**src/design/baro_comp_pkg.sv**
```systemverilog
// ============================================================================
// Barometric compensation package
// Shared types and constants for the pressure and temperature compensation
// core: the calibration word set, register indexes and fixed limits.
// ============================================================================
package baro_comp_pkg;

  // Widths of the streaming payloads.
  localparam int RAW_W  = 24;
  localparam int TEMP_W = 20;
  localparam int PRES_W = 28;
  localparam int CAL_W  = 16;

  // Number of register stages in the compensation pipeline.
  localparam int NSTG = 10;

  // Register indexes on the configuration port.
  typedef enum logic [2:0] {
    REG_PRESSURE_SENSITIVITY   = 3'd0,
    REG_PRESSURE_OFFSET        = 3'd1,
    REG_SENSITIVITY_TEMP_COEFF = 3'd2,
    REG_OFFSET_TEMP_COEFF      = 3'd3,
    REG_REFERENCE_TEMPERATURE  = 3'd4,
    REG_TEMPERATURE_COEFF      = 3'd5
  } reg_idx_t;

  // Factory calibration word set.
  typedef struct packed {
    logic [CAL_W-1:0] pressure_sensitivity;
    logic [CAL_W-1:0] pressure_offset;
    logic [CAL_W-1:0] sensitivity_temp_coeff;
    logic [CAL_W-1:0] offset_temp_coeff;
    logic [CAL_W-1:0] reference_temperature;
    logic [CAL_W-1:0] temperature_coeff;
  } calib_t;

  // Temperature break points in centidegrees (20.00 C and -15.00 C).
  localparam logic signed [19:0] TEMP_REF  = 20'sd2000;
  localparam logic signed [18:0] TEMP_VLOW = -19'sd1500;

  // Distance of the low break point below the reference, on the 18-bit
  // first-order difference, and the bias that turns that difference into
  // the temperature relative to the low break point.
  localparam logic signed [17:0] X_VLOW    = 18'(TEMP_VLOW) - 18'(TEMP_REF);
  localparam logic signed [18:0] VLOW_BIAS = 19'(TEMP_REF) - TEMP_VLOW;

  // Saturation limits of the pressure result.
  localparam logic [PRES_W-1:0] PRES_MAX = {1'b0, {(PRES_W-1){1'b1}}};
  localparam logic [PRES_W-1:0] PRES_MIN = {1'b1, {(PRES_W-1){1'b0}}};

endpackage

```
**src/design/baro_comp_regs.sv**
```systemverilog
// ============================================================================
// Barometric compensation calibration registers
// Holds the six 16-bit factory calibration words written over the
// configuration port. Unknown indexes are ignored.
// ============================================================================
module baro_comp_regs (
  input  logic                                clk,
  input  logic                                rst_n,
  input  logic                                wr_en,
  input  logic [2:0]                          wr_index,
  input  logic [baro_comp_pkg::CAL_W-1:0]     wr_data,
  output baro_comp_pkg::calib_t               calib
);

  baro_comp_pkg::calib_t cal_r;
  baro_comp_pkg::calib_t cal_nxt;

  // Decode the register index of a write request.
  always_comb begin
    cal_nxt = cal_r;
    if (wr_en) begin
      unique case (wr_index)
        baro_comp_pkg::REG_PRESSURE_SENSITIVITY:   cal_nxt.pressure_sensitivity   = wr_data;
        baro_comp_pkg::REG_PRESSURE_OFFSET:        cal_nxt.pressure_offset        = wr_data;
        baro_comp_pkg::REG_SENSITIVITY_TEMP_COEFF: cal_nxt.sensitivity_temp_coeff = wr_data;
        baro_comp_pkg::REG_OFFSET_TEMP_COEFF:      cal_nxt.offset_temp_coeff      = wr_data;
        baro_comp_pkg::REG_REFERENCE_TEMPERATURE:  cal_nxt.reference_temperature  = wr_data;
        baro_comp_pkg::REG_TEMPERATURE_COEFF:      cal_nxt.temperature_coeff      = wr_data;
        default: cal_nxt = cal_r;
      endcase
    end
  end

  // Calibration words reset to zero.
  always_ff @(posedge clk) begin
    if (!rst_n) begin
      cal_r <= '0;
    end else begin
      cal_r <= cal_nxt;
    end
  end

  assign calib = cal_r;

endmodule

```
**config.mk**
```make
export PLATFORM = sky130hd
export DESIGN_NAME = baro_comp_regs
export DESIGN_NICKNAME = d
export VERILOG_FILES = /design/src/design/baro_comp_pkg.sv /design/src/design/baro_comp_regs.sv
export SDC_FILE = /design/constraint.sdc
export NUM_CORES = 1
export LEC_CHECK = 0
export BUFFER_PORTS_ARGS = -buffer_cell sky130_fd_sc_hd__buf_4
export CORE_ASPECT_RATIO = 1.5
export CORE_MARGIN = 2
export CORE_UTILIZATION = 52
export CTS_BUF_LIST = sky130_fd_sc_hd__clkbuf_4
export CTS_CLUSTER_SIZE = 30
export DETAILED_ROUTE_END_ITERATION = 8
export PLACE_DENSITY = 0.91
export SLEW_MARGIN = 10
export SYNTH_ARGS = -nofsm -noshare
export SYNTH_HDL_FRONTEND = slang
export SYNTH_SLANG_ARGS = --single-unit
```
**constraint.sdc**
```tcl
create_clock -name clk -period 1.8 [get_ports clk]
set_input_delay 0.27 -clock clk [delete_from_list [all_inputs] [get_ports clk]]
set_output_delay 0.27 -clock clk [all_outputs]
set_load 0.05 [all_outputs]
```
==> flow_summary.toml <==
[yosys]
synthCells = 334
synth.distinct_cells = 13
synth_area_mm2 = 0.00349
ys_top_cells_by_area = "dfxtp_1 (55%), mux2i_1 (27%), nand2_1 (12%), buf_2 (1.3%), clkbuf_1 (1.2%)"
ys_seq_area_frac = 0.550
synth_seq_cells = 96
syn_nets = 356
synth.avg_cell_area_um2 = 10.5
ys_warn_count = 0
yosys.area.top_type = "dfxtp_1"
yosysTopAreaCellShare = 0.550

[sta]
hold_ws_ns = 0.177
tightest_slew_ns = 0.316
setup_tns_ns = 0
clock_skew_ns = 0
fin_crit_sh = 0.751
hold_violations = 0
finalSetupViolCount = 0
period_needed_ns = 1.35
fin_ws_ns = 0.448
final_max_slew_viol_count = 0
max_slew_margin = 0.789
grt_setup_unrepaired = "false"
fmax_mhz = 739

[finish]
largest_register_ffs = 96
nFillCells = 490
utilization = 0.708
final_area_mm2 = 0.00459
area_delta_synth_final_pct = 31.4
final_nets = 472
drive_gt1_frac = 0.321

[global_route]
grt_overflow = 0
grt_usage = 0.242
grt_max_degree = 35
grt_pass1_vias = 2842
grt_first_pass_wirelength_mm = 14.0
grt_antenna_before_repair = 1

[cts]
htreeDepth = 3
cts_resized = 0
cts.clk_slew.worst_paths_ns = 0.16
numCtsBuffers = 9
cts_sinks = 96
worst_skew_pair.late_latency_ns = 0.46
cts_tree = "yes"
clock_path_buffers = 2
cts_setup_buffers = 0
cts_hold_buf = 0
cts-root-buf = "clkbuf_4"

[drt]
drt_pre_antenna_iters = 4
wirelength_mm = 8.64
vias = 2773
vias_per_cell = 5.21
antenna_left = 0
avgRoutedWirePerCell_um = 16.2
drt-initial-drc-count = 116
drc_errors = 0

[critical_path]
cp_num_cells = 1
slowest_stage = "dfxtp_1"
r2r_end = "calib[90]"
endpoint_kind = "primary output"
crit_path_start_kind = "flip-flop"
crit_type = "flip-flop to primary output"
r2r_start = "calib[90]"
crit_end = "calib[42]"
ff2ff_setup_slack_ns = 1.15
crit_chain = "buf_4"
cp_top_family = "flip-flops"
cp.arrival_ns = 1.08
worstPathBufferInverterCount = 1
r2r_cells = 2
cp.required_ns = 1.53
slowest_delay_ns = 0.40
cp-startpoint = "calib[42]"
cp_max_fo = 2

[power]
vdd_drop_max_mv = 0.676
p_leak_nw = 2.45
power.density_mw_per_mm2 = 844

[floorplan]
dieArea_mm2 = 0.00741
die_h_um = 104
rows = 36
chipWidth_um = 70.9
start_util = 0.539
io-pin-count = 118
core_mm2 = 0.00649

[worst_hold_path]
worstHoldPathType = "input port to flip-flop"
hp-start = "rst_n"

[place]
dpl.hpwl_mm = 6.27
placed_cell_area_mm2 = 0.00444
port_buffers = 117
gp_congestion = 0.826
place_ws_ns = 0.361

[run_status]
status = "finished clean"

[job]
cap_violations = 0
==> metal layers <==
layer | GRT usage | share of wire | vias to the layer above
met1 | 0.274 | 0.40 | 1320
met4 | 0.116 | 0.023 | 0
li1 | - | - | 1344
met3 | 0.0455 | 0.045 | 16
met2 | 0.425 | 0.54 | 93
met5 | 0 | 0 | -
==> metrics by stage <==
step,total power (W),cells
floorplan,0.00255,334
global placement,0.00271,515
detailed placement,0.00272,515
CTS,0.00389,531
global route,0.00400,532
finish,0.00388,532
==> cells in the final DEF, fill, tap and decap left out, drive strengths merged <==
cell type  instances
buf              129
nand2            112
mux2i             96
dfxtp             96
clkbuf             9
clkinv             4
nand4bb            2
nand4b             2
diode              1
or4b               1
and4bb             1
bufinv             1
clkinvlp           1
inv                1
==> tightest hold or removal path: cells and delay by family <==
family	cells	cell delay [ns]
buffers and inverters	1	0.19
AND/OR/NAND/NOR	1	0.09
multiplexers	1	0.05
==> cells in the mapped netlist <==
cell type / count
dfxtp_1: 96
or4b_1: 1
buf_12: 1
and4bb_2: 1
nand2_1: 112
nand4b_1: 2
clkbuf_1: 11
mux2i_1: 96
buf_2: 9
nand4bb_1: 2
buf_1: 1
buf_6: 1
buf_4: 1
==> power breakdown <==
part           switching, W  total, W  internal [W]
clock              0.000769   0.00121      0.000438
sequential        0.0000278   0.00220       0.00217
combinational      0.000315  0.000469      0.000154
total               0.00111   0.00388       0.00276
==> worst min path at each step <==
stage	slack, ns	endpoint	depth (start not counted)
4_1_cts	0.16	calib[72]	3
5_1_grt	0.19	calib[28]	3
3_5_place_dp	0.45	calib[71]	2
6_report	0.18	calib[71]	3
2_1_floorplan	0.51	calib[83]	2
3_3_place_gp	0.44	calib[48]	2
==> cell families after synthesis <==
group	count (synthesis)	synth area share
AND/OR/NAND/NOR	118	0.138
multiplexers	96	0.275
flip-flops	96	0.550
buffers and inverters	24	0.0369
==> cell type report <==
| type | instances | area [um^2] | share of cell area |
|---|---|---|---|
| flip-flops and latches | 96 | 1920 | 0.418 |
| multi-input cells | 214 | 1440 | 0.314 |
| repair buffers | 129 | 981 | 0.214 |
| diodes | 1 | 2.50 | 0.000545 |
| clock inverters | 7 | 81.3 | 0.0177 |
| clock buffers | 9 | 67.6 | 0.0147 |
| well taps | 76 | 95.1 | 0.0207 |
Note: power is estimated with default switching activity, not from simulation.
